### config.mk
export PLATFORM = sky130hd
export DESIGN_NAME = fsqrt_mul
export DESIGN_NICKNAME = d
export VERILOG_FILES = /design/src/hw/rtl/fsqrt_pkg.sv /design/src/hw/rtl/fsqrt_mul.sv
export SDC_FILE = /design/constraint.sdc
export NUM_CORES = 2
export LEC_CHECK = 0
export ABC_AREA = 1
export BUFFER_PORTS_ARGS = -buffer_cell sky130_fd_sc_hd__buf_2
export CAP_MARGIN = 10
export CORE_MARGIN = 5
export CORE_UTILIZATION = 40
export DETAILED_ROUTE_END_ITERATION = 8
export SYNTH_ARGS = -nofsm -noshare
export SYNTH_HDL_FRONTEND = slang
export SYNTH_SLANG_ARGS = --single-unit
export TNS_END_PERCENT = 1
### constraint.sdc
create_clock -name clk_i -period 13.5 [get_ports clk_i]
set_input_delay 2.7 -clock clk_i [delete_from_list [all_inputs] [get_ports clk_i]]
set_output_delay 2.7 -clock clk_i [all_outputs]
set_load 0.02 [all_outputs]
### src/hw/rtl/fsqrt_pkg.sv
// Shared constants and helper functions for the approximate square root datapath.
`default_nettype none

package fsqrt_pkg;

  localparam logic [31:0] MagicGuess = 32'h5F3759DF;
  localparam logic [31:0] FpHalf     = 32'h3F000000;
  localparam logic [31:0] FpOneHalf  = 32'h3FC00000;
  localparam logic [31:0] CanonNan   = 32'h7FC00000;
  localparam logic [7:0]  ExpAllOnes = 8'hFF;

  // Leading zero count of a 24-bit mantissa; an all-zero value gives 24.
  function automatic logic [4:0] lzc24(input logic [23:0] v);
    logic [4:0] n;
    logic       found;
    n     = 5'd24;
    found = 1'b0;
    for (int i = 23; i >= 0; i--) begin
      if (!found && v[i]) begin
        n     = 5'(23 - i);
        found = 1'b1;
      end
    end
    return n;
  endfunction

  // Leading zero count of a 27-bit sum; an all-zero value gives 27.
  function automatic logic [4:0] lzc27(input logic [26:0] v);
    logic [4:0] n;
    logic       found;
    n     = 5'd27;
    found = 1'b0;
    for (int i = 26; i >= 0; i--) begin
      if (!found && v[i]) begin
        n     = 5'(26 - i);
        found = 1'b1;
      end
    end
    return n;
  endfunction

  // Round to nearest even and pack. The exponent is at least one; a mantissa
  // without its leading bit set is a subnormal and packs with a zero exponent.
  function automatic logic [31:0] fp_round(input logic s, input logic [9:0] e,
                                           input logic [23:0] m, input logic g,
                                           input logic st);
    logic        inc;
    logic [24:0] r;
    logic [9:0]  ex;
    logic [31:0] res;
    inc = g & (st | m[0]);
    r   = {1'b0, m} + 25'(inc);
    if (r[24]) begin
      ex = e + 10'd1;
    end else if (r[23]) begin
      ex = e;
    end else begin
      ex = '0;
    end
    if (ex >= 10'd255) begin
      res = {s, ExpAllOnes, 23'd0};
    end else begin
      res = {s, ex[7:0], (r[24] ? 23'd0 : r[22:0])};
    end
    return res;
  endfunction

endpackage

`default_nettype wire

### src/hw/rtl/fsqrt_mul.sv
// Five-stage single-precision multiplier with round to nearest even.
`default_nettype none

module fsqrt_mul (
  input  wire logic        clk_i,
  input  wire logic [4:0]  en_i,
  input  wire logic [31:0] a_i,
  input  wire logic [31:0] b_i,
  output logic [31:0]      res_o
);
  import fsqrt_pkg::*;

  // Stage 0: unpack, special cases and leading zero counts.
  logic        s0_s_q, s0_nan_q, s0_inf_q, s0_zero_q;
  logic [7:0]  s0_ea_q, s0_eb_q;
  logic [23:0] s0_ma_q, s0_mb_q;
  logic [4:0]  s0_la_q, s0_lb_q;

  logic a_nan, b_nan, a_inf, b_inf, a_zero, b_zero;
  logic [23:0] ma_d, mb_d;

  always_comb begin
    a_nan  = (a_i[30:23] == ExpAllOnes) && (a_i[22:0] != '0);
    b_nan  = (b_i[30:23] == ExpAllOnes) && (b_i[22:0] != '0);
    a_inf  = (a_i[30:23] == ExpAllOnes) && (a_i[22:0] == '0);
    b_inf  = (b_i[30:23] == ExpAllOnes) && (b_i[22:0] == '0);
    a_zero = (a_i[30:0] == '0);
    b_zero = (b_i[30:0] == '0);
    ma_d   = {(a_i[30:23] != '0), a_i[22:0]};
    mb_d   = {(b_i[30:23] != '0), b_i[22:0]};
  end

  always_ff @(posedge clk_i) begin
    if (en_i[0]) begin
      s0_s_q    <= a_i[31] ^ b_i[31];
      s0_nan_q  <= a_nan | b_nan | (a_inf & b_zero) | (a_zero & b_inf);
      s0_inf_q  <= a_inf | b_inf;
      s0_zero_q <= a_zero | b_zero;
      s0_ea_q   <= (a_i[30:23] == '0) ? 8'd1 : a_i[30:23];
      s0_eb_q   <= (b_i[30:23] == '0) ? 8'd1 : b_i[30:23];
      s0_ma_q   <= ma_d;
      s0_mb_q   <= mb_d;
      s0_la_q   <= lzc24(ma_d);
      s0_lb_q   <= lzc24(mb_d);
    end
  end

  // Stage 1: normalize both mantissas and form the product exponent.
  logic              s1_s_q, s1_nan_q, s1_inf_q, s1_zero_q;
  logic signed [9:0] s1_e_q;
  logic [23:0]       s1_ma_q, s1_mb_q;

  always_ff @(posedge clk_i) begin
    if (en_i[1]) begin
      s1_s_q    <= s0_s_q;
      s1_nan_q  <= s0_nan_q;
      s1_inf_q  <= s0_inf_q;
      s1_zero_q <= s0_zero_q;
      s1_ma_q   <= s0_ma_q << s0_la_q;
      s1_mb_q   <= s0_mb_q << s0_lb_q;
      s1_e_q    <= $signed(10'(s0_ea_q)) - $signed(10'(s0_la_q))
                 + $signed(10'(s0_eb_q)) - $signed(10'(s0_lb_q)) - 10'sd127;
    end
  end

  // Stage 2: the mantissa product.
  logic              s2_s_q, s2_nan_q, s2_inf_q, s2_zero_q;
  logic signed [9:0] s2_e_q;
  logic [47:0]       s2_p_q;

  always_ff @(posedge clk_i) begin
    if (en_i[2]) begin
      s2_s_q    <= s1_s_q;
      s2_nan_q  <= s1_nan_q;
      s2_inf_q  <= s1_inf_q;
      s2_zero_q <= s1_zero_q;
      s2_e_q    <= s1_e_q;
      s2_p_q    <= 48'(s1_ma_q) * 48'(s1_mb_q);
    end
  end

  // Stage 3: align the product, denormalizing with sticky when it underflows.
  logic              s3_s_q, s3_nan_q, s3_inf_q, s3_zero_q, s3_g_q, s3_st_q;
  logic [9:0]        s3_e_q;
  logic [23:0]       s3_m_q;

  logic [47:0]       pn, pq, pmask;
  logic signed [9:0] er, sh;
  logic [4:0]        shc;
  logic [9:0]        e3_d;
  logic [23:0]       m3_d;
  logic              g3_d, st3_d;

  always_comb begin
    pn    = s2_p_q[47] ? s2_p_q : (s2_p_q << 1);
    er    = s2_e_q + $signed(10'(s2_p_q[47]));
    sh    = 10'sd1 - er;
    shc   = (sh > 10'sd31) ? 5'd31 : sh[4:0];
    pq    = pn >> shc;
    pmask = (48'd1 << shc) - 48'd1;
    if (er >= 10'sd1) begin
      e3_d  = er;
      m3_d  = pn[47:24];
      g3_d  = pn[23];
      st3_d = |pn[22:0];
    end else begin
      e3_d  = 10'd1;
      m3_d  = pq[47:24];
      g3_d  = pq[23];
      st3_d = (|pq[22:0]) | (|(pn & pmask));
    end
  end

  always_ff @(posedge clk_i) begin
    if (en_i[3]) begin
      s3_s_q    <= s2_s_q;
      s3_nan_q  <= s2_nan_q;
      s3_inf_q  <= s2_inf_q;
      s3_zero_q <= s2_zero_q;
      s3_e_q    <= e3_d;
      s3_m_q    <= m3_d;
      s3_g_q    <= g3_d;
      s3_st_q   <= st3_d;
    end
  end

  // Stage 4: round, pack and substitute special results.
  logic [31:0] res_q;

  always_ff @(posedge clk_i) begin
    if (en_i[4]) begin
      if (s3_nan_q) begin
        res_q <= CanonNan;
      end else if (s3_inf_q) begin
        res_q <= {s3_s_q, ExpAllOnes, 23'd0};
      end else if (s3_zero_q) begin
        res_q <= {s3_s_q, 31'd0};
      end else begin
        res_q <= fp_round(s3_s_q, s3_e_q, s3_m_q, s3_g_q, s3_st_q);
      end
    end
  end

  assign res_o = res_q;

endmodule

`default_nettype wire

==> impl_metrics.ini <==
[timing]
skew_ns = 0.0242
slew_violations = 0
fin_setup_tns_ns = 0
period_share_pct = 58.0
timing.fmax_mhz = 128
fin_crit_ns = 7.83
rsz0062_at_grt = false
max-slew-margin-rel_pct = 20.0
setup_violations = 0
tightest_slew_ns = 1.20
final_hold_viol_count = 0

[finish]
syn_to_final_growth_pct = 6.68
layout_commonest_cell = nand2_1
final_cell_mix = 1256 x nand2_1, 885 x inv_1, 490 x fa_1
drive_above_1_share_pct = 7.14
utilization_pct = 43.1
fin_nets = 5306
fin_cells = 5746

[clock_tree]
cts_sinks = 274
numCtsBuffers = 31
ctsResizeCount = 0
cts-root-buf = clkbuf_16
cts_setup_buffers = 0
cts.clk_slew.worst_paths_ns = 0.06
cts_tree = yes
h-tree-depth = 1
hold_buffers = 0
insertion_delay_ns = 0.59
cts_buffer_depth = 3

[setup_path]
path_depth = 27
cpPeakStageDelay_ns = 1.15
cp_data_arrival_time_ns = 8.16
critPathLaunch = s1_mb_q[9]
end_kind = flop
critPathSlowestCell = edfxtp_1
r2r_end = s2_p_q[46]
critPathLaunchType = flop
rrSetupSlack_ns = 5.67
r2r-start = s1_mb_q[9]
reg2reg_depth = 27
cp_max_fo = 24
path_class = reg -> reg
path_buf_inv = 7
worstPathRequired_ns = 13.82
cpLargestDelayFamily = adder cells

[synth]
synthesis.area_sq_mm = 0.0366
synth_edf_count = 274
async_flop_share_pct = 0
yosysWarnings = 0
ys_ff_latch = 274
syn_nets = 5337
synthCells = 4576
synth_seq_area_share_pct = 22.5
synth.avg_cell_area_sq_um = 7.99
ys.flop_type = edfxtp_1
synth_cell_types = 58

[route]
num_vias = 29600
vias_per_cell = 5.15
routed_wl_um = 99500
drtAntennaViolNets = 0
drc = 0
drt_iter0_drc = 2236
drtPass1Iterations = 8
wl_per_cell_um = 17.3

[floorplan]
start_util_pct = 40.4
rows = 110
dieWidth_um = 312
core_sq_mm = 0.0904
die_y_um = 312
dieArea_sq_mm = 0.0975
io_pins = 102

[hold_path]
hold_path.class = reg -> reg
hp-start = s2_inf_q
min_to = s3_inf_q
hold_path_depth = 0

[placed_design]
gp_congestion = 0.885
place_hpwl_um = 75900
place_inst = 5688
numPortBuffers = 101

[power]
internal_power_mw = 4.28
swShare_pct = 52.1
p_leak_nw = 19.6
p_sw_mw = 4.65
ir_worst_vdd_uv = 311
power_frac_seq_pct = 16.5
p_clk_share_pct = 9.7
total_power_mw = 8.93
power_frac_comb_pct = 73.8
power_density_mw_per_mm2 = 229

[global_route]
grt_pass1_wl_um = 161000
grt_overflow_total = 0
grt_max_degree = 63
grt_pass1_vias = 29500
antenna_found_initial = 1
grtUsageTotal_pct = 20.3

[status]
outcome = finished, final reports clean

[job]
drv_cap = 0
synthesized netlist by cell type, types with 12 or more instances:
cell type | n | area share [%]
a21oi_1 | 114 | 1.6
a22oi_1 | 12 | 0.25
buf_2 | 20 | 0.27
clkbuf_1 | 169 | 1.7
edfxtp_1 | 274 | 23
fa_1 | 490 | 27
ha_1 | 201 | 6.9
inv_1 | 885 | 9.1
inv_2 | 14 | 0.14
mux2i_1 | 21 | 0.58
nand2_1 | 1256 | 13
nand2_2 | 12 | 0.21
nand3_1 | 306 | 4.2
nand3_2 | 17 | 0.47
nand3b_1 | 18 | 0.37
nand4_1 | 41 | 0.70
nor2_1 | 229 | 2.4
nor2_2 | 20 | 0.34
nor3_1 | 26 | 0.36
nor4_1 | 17 | 0.29
o211ai_1 | 12 | 0.25
o21ai_0 | 175 | 2.4
o22ai_1 | 20 | 0.34
or2_2 | 42 | 0.72
xnor2_1 | 22 | 0.53
xor2_1 | 44 | 1.1
cells by family (layout without fill, tap and decap cells):
group / Yosys count / in the layout / synth area share, %
flip-flops: 274 / 274 / 22.5
AO/OA/AOI/OAI: 390 / 390 / 5.93
XOR/XNOR: 66 / 66 / 1.58
buffers and inverters: 1117 / 1110 / 11.8
multiplexers: 21 / 21 / 0.575
AND/OR/NAND/NOR: 2016 / 2016 / 23.8
other: 1 / 2 / 0.0103
adder cells (fa/ha/maj): 691 / 691 / 33.7
cell type report:
cell class                 count  area [sq um]
antenna                        1          2.50
clock buffer                  37           798
timing repair buffer         148           861
sequential                   274          8230
fill                        9093         51400
inverter                     905          3400
tap                         1176          1470
clock inverter                20           228
multi-input combinational   3185         24000
per-layer routing:
| metal | vias up | track usage [%] | routed length, um |
|---|---|---|---|
| met2 | 980 | 33.4 | 45700 |
| met5 | - | 0 | 13 |
| li1 | 14100 | - | - |
| met1 | 14300 | 28.3 | 44000 |
| met4 | 2 | 5.09 | 3000 |
| met3 | 177 | 3.02 | 6730 |
how the worst max path moves through the flow:
stage,endpoint
global route,s2_p_q[46]
CTS,s2_p_q[46]
finish,s2_p_q[46]
global placement,s2_p_q[46]
floorplan,s2_p_q[46]
detailed placement,s2_p_q[46]
registers in the layout, summed over array words and instances (netlist names), 10 cells and up:
signal   count
s0_mb_q     24
s3_e_q      10
s1_ma_q     24
s0_ma_q     24
s1_mb_q     24
s2_e_q      10
s2_p_q      48
res_o       32
s1_e_q      10
s3_m_q      24
metrics by stage:
step / cell area [sq um] / hold WS [ns] / setup slack (ns)
floorplan: 36600 / 0.400 / 6.92
global placement: 38000 / 0.402 / 5.85
detailed placement: 38000 / 0.405 / 5.79
CTS: 39000 / 0.413 / 5.78
global route: 39000 / 0.428 / 5.21
finish: 39000 / 0.414 / 5.67
power by group through the flow:
stage                     logic [mW]  clock network (mW)  registers [mW]
after floorplan                 4.74                   0            1.45
after global placement          6.48                   0            1.49
after detailed placement        6.51                   0            1.49
after CTS                       6.56               0.886            1.47
after global routing            7.50               0.922            1.49
final                           6.60               0.863            1.47
(Power assumes the default switching activity.)
