<file path="src/hw/rtl/fsqrt_pkg.sv">
// Shared constants and helper functions for the approximate square root datapath.
`default_nettype none

package fsqrt_pkg;

  localparam logic [31:0] MagicGuess = 32'h5F3759DF;
  localparam logic [31:0] FpHalf     = 32'h3F000000;
  localparam logic [31:0] FpOneHalf  = 32'h3FC00000;
  localparam logic [31:0] CanonNan   = 32'h7FC00000;
  localparam logic [7:0]  ExpAllOnes = 8'hFF;

  // Leading zero count of a 24-bit mantissa; an all-zero value gives 24.
  function automatic logic [4:0] lzc24(input logic [23:0] v);
    logic [4:0] n;
    logic       found;
    n     = 5'd24;
    found = 1'b0;
    for (int i = 23; i >= 0; i--) begin
      if (!found && v[i]) begin
        n     = 5'(23 - i);
        found = 1'b1;
      end
    end
    return n;
  endfunction

  // Leading zero count of a 27-bit sum; an all-zero value gives 27.
  function automatic logic [4:0] lzc27(input logic [26:0] v);
    logic [4:0] n;
    logic       found;
    n     = 5'd27;
    found = 1'b0;
    for (int i = 26; i >= 0; i--) begin
      if (!found && v[i]) begin
        n     = 5'(26 - i);
        found = 1'b1;
      end
    end
    return n;
  endfunction

  // Round to nearest even and pack. The exponent is at least one; a mantissa
  // without its leading bit set is a subnormal and packs with a zero exponent.
  function automatic logic [31:0] fp_round(input logic s, input logic [9:0] e,
                                           input logic [23:0] m, input logic g,
                                           input logic st);
    logic        inc;
    logic [24:0] r;
    logic [9:0]  ex;
    logic [31:0] res;
    inc = g & (st | m[0]);
    r   = {1'b0, m} + 25'(inc);
    if (r[24]) begin
      ex = e + 10'd1;
    end else if (r[23]) begin
      ex = e;
    end else begin
      ex = '0;
    end
    if (ex >= 10'd255) begin
      res = {s, ExpAllOnes, 23'd0};
    end else begin
      res = {s, ex[7:0], (r[24] ? 23'd0 : r[22:0])};
    end
    return res;
  endfunction

endpackage

`default_nettype wire

</file>
<file path="src/hw/rtl/fsqrt_sub.sv">
// Six-stage single-precision subtractor (a minus b) with round to nearest even.
`default_nettype none

module fsqrt_sub (
  input  wire logic        clk_i,
  input  wire logic [5:0]  en_i,
  input  wire logic [31:0] a_i,
  input  wire logic [31:0] b_i,
  output logic [31:0]      res_o
);
  import fsqrt_pkg::*;

  // Stage 0: unpack, negate b, order the operands by magnitude.
  logic        s0_sl_q, s0_sub_q, s0_nan_q, s0_inf_q, s0_is_q;
  logic [7:0]  s0_el_q, s0_es_q;
  logic [23:0] s0_ml_q, s0_ms_q;

  logic        a_nan, b_nan, a_inf, b_inf, nb_s, a_big;
  logic [31:0] big, sml;

  always_comb begin
    nb_s  = ~b_i[31];
    a_nan = (a_i[30:23] == ExpAllOnes) && (a_i[22:0] != '0);
    b_nan = (b_i[30:23] == ExpAllOnes) && (b_i[22:0] != '0);
    a_inf = (a_i[30:23] == ExpAllOnes) && (a_i[22:0] == '0);
    b_inf = (b_i[30:23] == ExpAllOnes) && (b_i[22:0] == '0);
    a_big = (a_i[30:0] >= b_i[30:0]);
    big   = a_big ? a_i : {nb_s, b_i[30:0]};
    sml   = a_big ? {nb_s, b_i[30:0]} : a_i;
  end

  always_ff @(posedge clk_i) begin
    if (en_i[0]) begin
      s0_sl_q  <= big[31];
      s0_sub_q <= a_i[31] ^ nb_s;
      s0_nan_q <= a_nan | b_nan | (a_inf & b_inf & (a_i[31] != nb_s));
      s0_inf_q <= a_inf | b_inf;
      s0_is_q  <= a_inf ? a_i[31] : nb_s;
      s0_el_q  <= (big[30:23] == '0) ? 8'd1 : big[30:23];
      s0_es_q  <= (sml[30:23] == '0) ? 8'd1 : sml[30:23];
      s0_ml_q  <= {(big[30:23] != '0), big[22:0]};
      s0_ms_q  <= {(sml[30:23] != '0), sml[22:0]};
    end
  end

  // Stage 1: align the smaller operand with guard, round and sticky bits.
  logic        s1_sl_q, s1_sub_q, s1_nan_q, s1_inf_q, s1_is_q;
  logic [7:0]  s1_el_q;
  logic [26:0] s1_ml_q, s1_ms_q;

  logic [7:0]  d;
  logic [4:0]  shc;
  logic [26:0] msx, msh, mmask;

  always_comb begin
    d     = s0_el_q - s0_es_q;
    shc   = (d > 8'd27) ? 5'd27 : d[4:0];
    msx   = {s0_ms_q, 3'b000};
    msh   = msx >> shc;
    mmask = (27'd1 << shc) - 27'd1;
  end

  always_ff @(posedge clk_i) begin
    if (en_i[1]) begin
      s1_sl_q  <= s0_sl_q;
      s1_sub_q <= s0_sub_q;
      s1_nan_q <= s0_nan_q;
      s1_inf_q <= s0_inf_q;
      s1_is_q  <= s0_is_q;
      s1_el_q  <= s0_el_q;
      s1_ml_q  <= {s0_ml_q, 3'b000};
      s1_ms_q  <= {msh[26:1], msh[0] | (|(msx & mmask))};
    end
  end

  // Stage 2: add or subtract the magnitudes.
  logic        s2_sl_q, s2_sub_q, s2_nan_q, s2_inf_q, s2_is_q;
  logic [7:0]  s2_el_q;
  logic [27:0] s2_sum_q;

  always_ff @(posedge clk_i) begin
    if (en_i[2]) begin
      s2_sl_q  <= s1_sl_q;
      s2_sub_q <= s1_sub_q;
      s2_nan_q <= s1_nan_q;
      s2_inf_q <= s1_inf_q;
      s2_is_q  <= s1_is_q;
      s2_el_q  <= s1_el_q;
      s2_sum_q <= s1_sub_q ? ({1'b0, s1_ml_q} - {1'b0, s1_ms_q})
                           : ({1'b0, s1_ml_q} + {1'b0, s1_ms_q});
    end
  end

  // Stage 3: leading zero count of the sum.
  logic        s3_sl_q, s3_sub_q, s3_nan_q, s3_inf_q, s3_is_q;
  logic [7:0]  s3_el_q;
  logic [27:0] s3_sum_q;
  logic [4:0]  s3_lz_q;

  always_ff @(posedge clk_i) begin
    if (en_i[3]) begin
      s3_sl_q  <= s2_sl_q;
      s3_sub_q <= s2_sub_q;
      s3_nan_q <= s2_nan_q;
      s3_inf_q <= s2_inf_q;
      s3_is_q  <= s2_is_q;
      s3_el_q  <= s2_el_q;
      s3_sum_q <= s2_sum_q;
      s3_lz_q  <= lzc27(s2_sum_q[26:0]);
    end
  end

  // Stage 4: normalize, stopping at the smallest normal exponent.
  logic        s4_s_q, s4_nan_q, s4_inf_q, s4_is_q, s4_zero_q, s4_g_q, s4_st_q;
  logic [9:0]  s4_e_q;
  logic [23:0] s4_m_q;

  logic [7:0]  emax;
  logic [4:0]  shn;
  logic [26:0] nrm;
  logic [9:0]  e4_d;
  logic [23:0] m4_d;
  logic        g4_d, st4_d;

  always_comb begin
    emax = s3_el_q - 8'd1;
    shn  = (8'(s3_lz_q) > emax) ? emax[4:0] : s3_lz_q;
    nrm  = s3_sum_q[26:0] << shn;
    if (s3_sum_q[27]) begin
      e4_d  = 10'(s3_el_q) + 10'd1;
      m4_d  = s3_sum_q[27:4];
      g4_d  = s3_sum_q[3];
      st4_d = |s3_sum_q[2:0];
    end else begin
      e4_d  = 10'(s3_el_q) - 10'(shn);
      m4_d  = nrm[26:3];
      g4_d  = nrm[2];
      st4_d = |nrm[1:0];
    end
  end

  always_ff @(posedge clk_i) begin
    if (en_i[4]) begin
      // An exact cancellation gives positive zero.
      s4_s_q    <= (s3_sum_q == '0 && s3_sub_q) ? 1'b0 : s3_sl_q;
      s4_nan_q  <= s3_nan_q;
      s4_inf_q  <= s3_inf_q;
      s4_is_q   <= s3_is_q;
      s4_zero_q <= (s3_sum_q == '0);
      s4_e_q    <= e4_d;
      s4_m_q    <= m4_d;
      s4_g_q    <= g4_d;
      s4_st_q   <= st4_d;
    end
  end

  // Stage 5: round, pack and substitute special results.
  logic [31:0] res_q;

  always_ff @(posedge clk_i) begin
    if (en_i[5]) begin
      if (s4_nan_q) begin
        res_q <= CanonNan;
      end else if (s4_inf_q) begin
        res_q <= {s4_is_q, ExpAllOnes, 23'd0};
      end else if (s4_zero_q) begin
        res_q <= {s4_s_q, 31'd0};
      end else begin
        res_q <= fp_round(s4_s_q, s4_e_q, s4_m_q, s4_g_q, s4_st_q);
      end
    end
  end

  assign res_o = res_q;

endmodule

`default_nettype wire

</file>
<file path="config.mk">
export PLATFORM = sky130hd
export DESIGN_NAME = fsqrt_sub
export DESIGN_NICKNAME = d
export VERILOG_FILES = /design/src/hw/rtl/fsqrt_pkg.sv /design/src/hw/rtl/fsqrt_sub.sv
export SDC_FILE = /design/constraint.sdc
export NUM_CORES = 1
export LEC_CHECK = 0
export BUFFER_PORTS_ARGS = -buffer_cell sky130_fd_sc_hd__buf_2
export CORE_MARGIN = 3
export CORE_UTILIZATION = 33
export CTS_BUF_LIST = sky130_fd_sc_hd__clkbuf_16
export CTS_CLUSTER_SIZE = 8
export DETAILED_ROUTE_END_ITERATION = 16
export GPL_TIMING_DRIVEN = 0
export PLACE_DENSITY_LB_ADDON = 0.25
export SLEW_MARGIN = 5
export SYNTH_ARGS = -nofsm -noshare
export SYNTH_HDL_FRONTEND = slang
export SYNTH_SLANG_ARGS = --single-unit
</file>
<file path="constraint.sdc">
create_clock -name clk_i -period 6.77 [get_ports clk_i]
set_input_delay 0.3385 -clock clk_i [delete_from_list [all_inputs] [get_ports clk_i]]
set_output_delay 0.3385 -clock clk_i [all_outputs]
set_load 0.005 [all_outputs]
</file>
==> impl_metrics.json, run 1 <==
{
  "outcome": "finished, final reports clean",
  "post_synth_num_cell_types": 87,
  "grt_util_met3": 0.0233,
  "finalHoldViolCount": 0,
  "gr-total-overflow": 0,
  "final_common_cell": "edfxtp_1",
  "h-tree-depth": 2,
  "cts_setup_buffers": 0,
  "hp-class": "input port to flip-flop",
  "grt_pass1_wl_mm": 97.8,
  "track_usage": 0.194,
  "final_cells": 2979,
  "n_antenna_cell": 0,
  "syn-instance-count": 2041,
  "drt-total-wl_mm": 63.2,
  "crit_type": "flip-flop to flip-flop",
  "wl_per_cell_microns": 21.2,
  "met2_usage": 0.345,
  "tns_ps": 0,
  "synth_area_leader_cell": "edfxtp_1",
  "final_nets": 2365,
  "via_per_inst": 5.65,
  "layout_min_cycle_time_ps": 5140,
  "initial_core_util": 0.334,
  "die_height_microns": 254,
  "critical_path.max_fanout": 10,
  "maxCapViolations": 0,
  "rsz0062_at_grt": "false",
  "postCtsHoldBufs": 0,
  "synth-seq-cells": 293,
  "slew_headroom": 0.352,
  "postPlaceCellArea_sq_um": 21800,
  "design.core.area_sq_um": 60600,
  "dr.pass1.iters": 7,
  "timing.final.max_slew_violations": 0,
  "synth_edf_count": 293,
  "cp.required_ps": 7060,
  "grt_pass1_vias": 16600,
  "place_inst": 2925,
  "syn_avg_cell_area_sq_um": 9.93,
  "worst_pin_slew_ps": 944,
  "antenna_left": 0,
  "area_growth_pct": 13.3,
  "power_leakage_nw": 8.96,
  "cts_tree": "yes",
  "grt.busiest_layer": "met2",
  "cts_made_buffers": 43,
  "fillCellCount": 5969,
  "fmax_mhz": 194,
  "cts_max_path_buffers": 3,
  "design_area_sq_um": 23000,
  "dp.final_hpwl_mm": 49.3,
  "antenna_found_initial": 1,
  "dr_total_vias": 16800,
  "drt_iter0_drc": 1419,
  "seq_area_sq_um": 8800,
  "drive_gt1_frac": 0.110,
  "async_flop_share": 0,
  "end_kind": "flip-flop",
  "clock_latency_ps": 560,
  "finalWeightedCongestion": 0.964,
  "ys_seq_area_frac": 0.434,
  "cts_root_buf": "clkbuf_16",
  "die_width_microns": 254,
  "fin_util": 0.379,
  "synth_ff_type": "edfxtp_1",
  "ios": 103,
  "max-vdd-ir-drop_uv": 159,
  "cts.clk_slew.worst_paths_ps": 50,
  "yosys_warnings": 0,
  "io_buffers": 102,
  "holdWs_ps": 205,
  "grt_max_degree": 70,
  "arrival_ps": 5430,
  "grt_use_met1": 0.234,
  "cts.sinks": 293,
  "syn_nets": 2218,
  "fin_crit_sh": 0.760,
  "cts.repair.resized": 0,
  "rows": 90,
  "synth_area_sq_um": 20300,
  "multi_input_area_sq_um": 10500,
  "synth_area_leaders": "edfxtp_1, ha_1, mux2i_1, nand2_1, nand3_1",
  "start_kind": "flip-flop",
  "final_cell_mix": "edfxtp_1, nand2_1, nor2_1",
  "final-setup-viol-count": 0,
  "dieArea_sq_um": 64400,
  "drc": 0,
  "synth_top_area_frac": 0.434,
  "cellPowerDensity_nw_per_um2": 284,
  "skew_ps": 24.5
}
-- final cells by class --
cell class                      instances  share of cell area
Timing Repair Buffer                  102              0.0225
Buffer                                131              0.0237
Clock buffer                           45              0.0490
Tap cell                              782              0.0426
Multi-Input combinational cell       1504               0.457
Clock inverter                          9             0.00332
Sequential cell                       293               0.383
Inverter                              113              0.0185
-- worst max-delay path, cell delays in order (launching register included) --
cell      delay (ps)
edfxtp_1         460
inv_1            210
ha_1             260
nand2_1           80
xnor2_1          210
inv_1             70
ha_1             290
and3_1           190
a31oi_1          290
nand4b_4         220
nand2_1          120
o21ai_0          230
inv_1            140
clkbuf_1         400
clkbuf_1         530
ha_1             380
a21o_1           170
a211oi_1         240
a31oi_1          110
a21oi_1          200
xor2_1            90
-- registers in the layout (all words and copies together) (netlist names), 10 cells and up --
name	flops
s3_sum_q	28
s1_ms_q	27
res_o	32
s1_ml_q	24
s0_ml_q	24
s0_ms_q	24
s4_m_q	24
s4_e_q	10
s2_sum_q	28
-- logic make-up (layout without fill, tap and decap cells) --
family                   after synthesis  after routing  share of synthesized area
AO/OA/AOI/OAI                        512            512                      0.182
buffers and inverters                244            400                     0.0477
multiplexers                         142            142                     0.0748
XOR/XNOR                              66             66                     0.0285
flip-flops                           293            293                      0.434
AND/OR/NAND/NOR                      677            677                      0.165
adder cells (fa/ha/maj)              107            107                     0.0671
-- cell usage after synthesis, types with 11 or more instances --
cell,n
and3_1,18
nor3_1,36
a31oi_1,18
nand3_1,107
mux2_2,23
edfxtp_1,293
o221a_2,30
nand3b_1,35
o21a_1,15
nand4_1,24
inv_1,110
clkbuf_1,113
nor2_1,133
mux2i_1,113
nor4_1,30
nand2_1,195
o211ai_1,66
nand2b_1,42
xor2_1,31
a21oi_1,94
xnor2_1,35
ha_1,103
a211oi_1,20
o311a_1,30
nor2b_1,11
a21o_1,33
o21ai_0,87
-- power by group --
group | internal, mW | switching (mW)
Sequential | 2.30 | 0.185
Combinational | 0.755 | 1.34
Clock | 1.20 | 0.734
Total | 4.25 | 2.26
-- through the flow --
stage / total power [mW] / setup WS (ps)
5_1_grt: 6.85 / 1300
4_1_cts: 6.55 / 1680
3_3_place_gp: 4.58 / 1700
2_1_floorplan: 3.84 / 2490
3_5_place_dp: 4.57 / 1710
6_report: 6.51 / 1630
-- per-layer routing --
| layer | wire length, microns | part of all wire |
|---|---|---|
| met1 | 25800 | 0.41 |
| met3 | 3020 | 0.048 |
| met5 | 8 | 0.00013 |
| met4 | 3220 | 0.051 |
| met2 | 31100 | 0.49 |
-- final timing paths --
kind                                             from                    end  slack, ps  cells after the start
worst min register to register  s0_ml_q[23]$_DFFE_PP_  s1_ml_q[26]$_DFFE_PP_        400                      0
worst max register to register   s3_el_q[0]$_DFFE_PP_    s4_e_q[7]$_DFFE_PP_       1630                     20
worst max-delay path             s3_el_q[0]$_DFFE_PP_    s4_e_q[7]$_DFFE_PP_       1630                     20
worst min-delay path                          b_i[15]  s0_ms_q[15]$_DFFE_PP_        200                      3
No activity file was read; power rests on OpenSTA's default activity.
==> run 2: changes to the inputs <==
--- a/config.mk
+++ b/config.mk
@@ -5,6 +5,7 @@
 export SDC_FILE = /design/constraint.sdc
 export NUM_CORES = 1
 export LEC_CHECK = 0
+export ABC_AREA = 1
 export BUFFER_PORTS_ARGS = -buffer_cell sky130_fd_sc_hd__buf_2
 export CORE_MARGIN = 3
 export CORE_UTILIZATION = 33
==> constraint.sdc (replaced) <==
create_clock -name clk_i -period 4.9 [get_ports clk_i]
set_input_delay 0.245 -clock clk_i [delete_from_list [all_inputs] [get_ports clk_i]]
set_output_delay 0.245 -clock clk_i [all_outputs]
set_load 0.005 [all_outputs]
==> impl_metrics.json, run 2 <==
{
  "outcome": "finished, final reports clean",
  "ys_seq_area_frac": 0.466,
  "dp.final_hpwl_mm": 45.3,
  "worst_pin_slew_ps": 1000,
  "maxCapViolations": 0,
  "final-setup-viol-count": 0,
  "grt_pass1_vias": 15900,
  "start_kind": "flip-flop",
  "layout_min_cycle_time_ps": 4550,
  "cts.clk_slew.worst_paths_ps": 50,
  "synth_ff_type": "edfxtp_1",
  "fin_util": 0.384,
  "final_cell_mix": "nand2_1, edfxtp_1, inv_1",
  "io_buffers": 102,
  "preCtsSetupSlack_ps": -91.1,
  "p_sw_mw": 2.69,
  "setup_slack_ps": 351,
  "comb_power_share": 0.265,
  "track_usage": 0.188,
  "antenna_left": 0,
  "fmax_mhz": 220,
  "area_growth_pct": 14.8,
  "p_seq_frac": 0.410,
  "gr-total-overflow": 0,
  "yosysMostFrequentCell": "nand2_1",
  "die_width_microns": 245,
  "cts_made_buffers": 43,
  "dr.pass1.iters": 7,
  "cts_max_path_buffers": 3,
  "async_flop_share": 0,
  "cellPowerDensity_nw_per_um2": 375,
  "yosys.area_share.simple": 0.246,
  "synth_common_cells": "nand2_1, edfxtp_1, inv_1",
  "drt_iter0_drc": 1021,
  "drc": 0,
  "yosys_warnings": 0,
  "syn_avg_cell_area_sq_um": 8.44,
  "syn_nets": 2416,
  "post_synth_num_cell_types": 55,
  "finalHoldViolCount": 0,
  "max-vdd-ir-drop_uv": 207,
  "clock_power_share": 0.325,
  "rows": 87,
  "dieArea_sq_um": 60100,
  "initial_core_util": 0.334,
  "via_per_inst": 5.07,
  "synth.mux.area_fraction": 0.00212,
  "largest_register_ffs": 32,
  "cp.required_ps": 5200,
  "arrival_ps": 4840,
  "drive_gt1_frac": 0.103,
  "antenna_found_initial": 0,
  "syn-instance-count": 2239,
  "slowest_stage": "edfxtp_1",
  "skew_ps": 11.1,
  "netSwitchingFraction": 0.331,
  "ios": 103,
  "grt_max_degree": 70,
  "synth_area_sq_um": 18900,
  "holdWs_ps": 34.8,
  "fin_crit_sh": 0.928,
  "synth_compound_area_frac": 0.112,
  "cts_tree": "yes",
  "synth_edf_count": 293,
  "cp_slowest_stage_delay_ps": 490,
  "synth_top_area_frac": 0.466,
  "tns_ps": 0,
  "timing.final.max_slew_violations": 0,
  "slew_headroom": 0.332,
  "synth_area_leader_cell": "edfxtp_1",
  "cp_cell_sequence": "inv_2, ha_1, nand3_1, xor2_2, ha_1, nand2_1, nor3_1, nor4_1, nand3_1, buf_2, nand2_1, o21ai_4, inv_2, clkbuf_4, ha_1, inv_1, o31ai_1, inv_1, nor2_1, nor3_1, nand2_1, nor3_1, a21o_1",
  "final_nets": 2575,
  "crit_type": "flip-flop to flip-flop",
  "cts.sinks": 293,
  "design.core.area_sq_um": 56500,
  "die_height_microns": 245,
  "cts_root_buf": "clkbuf_16",
  "end_kind": "flip-flop",
  "final_common_cell": "nand2_1",
  "synth-seq-cells": 293,
  "hp-class": "input port to flip-flop",
  "synth_fa_ha_area_frac": 0.0714,
  "drt-total-wl_mm": 56.5,
  "rsz0062_at_grt": "false",
  "grt_pass1_wl_mm": 88.1,
  "synth_top_family_by_area": "simple AND/OR/NAND/NOR gates",
  "clock_latency_ps": 550,
  "internal_power_mw": 5.44,
  "n_antenna_cell": 0,
  "synth_area_leaders": "edfxtp_1, nand2_1, ha_1, nand3_1, inv_1",
  "wl_per_cell_microns": 17.9,
  "synth_xor_area_frac": 0.0259,
  "critical_path.max_fanout": 10,
  "power_leakage_nw": 9.30,
  "h-tree-depth": 2,
  "dr_total_vias": 16000,
  "p_total_mw": 8.12,
  "finalWeightedCongestion": 0.935
}
==> run 2: repair_timing <==
action                                 4_1_cts  5_1_grt
endpoints found under the hold margin       10        0
buffers inserted                             0        3
cloned                                       0        0
resized for setup                            1        9
pin swaps                                    0        3
hold buffers                                10        0
setup endpoints to repair                    2        6
==> run 2: critical path: cells and delay by family (launching register included) <==
family                     cells  cell delay [ps]
and+or+nand+nor               10             1150
buffers and inverters          6             1000
adders and majority gates      3              860
AOI/OAI and AO/OA              3              580
DFF                            1              490
xor gates and xnor gates       1              190
==> run 2: per-layer routing <==
metal,up-vias,global-route usage,wire (microns)
met2,459,0.332,27700
met4,0,0.0927,2990
met3,126,0.0257,2460
li1,7961,-,-
met5,-,0,0
met1,7481,0.224,23400
==> run 2: worst paths after layout <==
| path | startpoint | to | slack (ps) | cells past startpoint |
|---|---|---|---|---|
| max | s3_el_q[0]$_DFFE_PP_ | s4_e_q[8]$_DFFE_PP_ | 350 | 23 |
| min | b_i[17] | s0_ms_q[17]$_DFFE_PP_ | 30 | 3 |
| max reg2reg | s3_el_q[0]$_DFFE_PP_ | s4_e_q[8]$_DFFE_PP_ | 350 | 23 |
| min reg2reg | s3_is_q$_DFFE_PP_ | s4_is_q$_DFFE_PP_ | 410 | 0 |
==> run 2: logic make-up after synthesis <==
group,count (synthesis)
xor+xnor,55
simple gates,1033
mux,4
compound gates,378
flops,293
buf+inv,370
fa+ha+maj,106
==> run 2: through the flow <==
step                      cell area, sq um  std cells
after floorplan                      18900       2239
after global placement               20300       3097
after detailed placement             20300       3097
after CTS                            21600       3157
after global routing                 21700       3159
final                                21700       3159
==> run 2: cell type report <==
class                   instances  area (sq um)
plain buffers                  74           340
clock buffers                  45          1130
clock inverters                 5          46.3
fillers                      5731         34800
inverters                     295          1110
multi-input cells            1576          8680
flip-flops and latches        293          8800
well taps                     756           946
repair buffers                115           638
==> run 2: power groups by stage <==
stage	combinational, mW	clock, mW	sequential [mW]
final	2.15	2.64	3.33
after global routing	2.42	2.85	3.36
after CTS	2.13	2.75	3.33
after detailed placement	2.11	0	3.38
after global placement	2.11	0	3.37
after floorplan	1.46	0	3.28
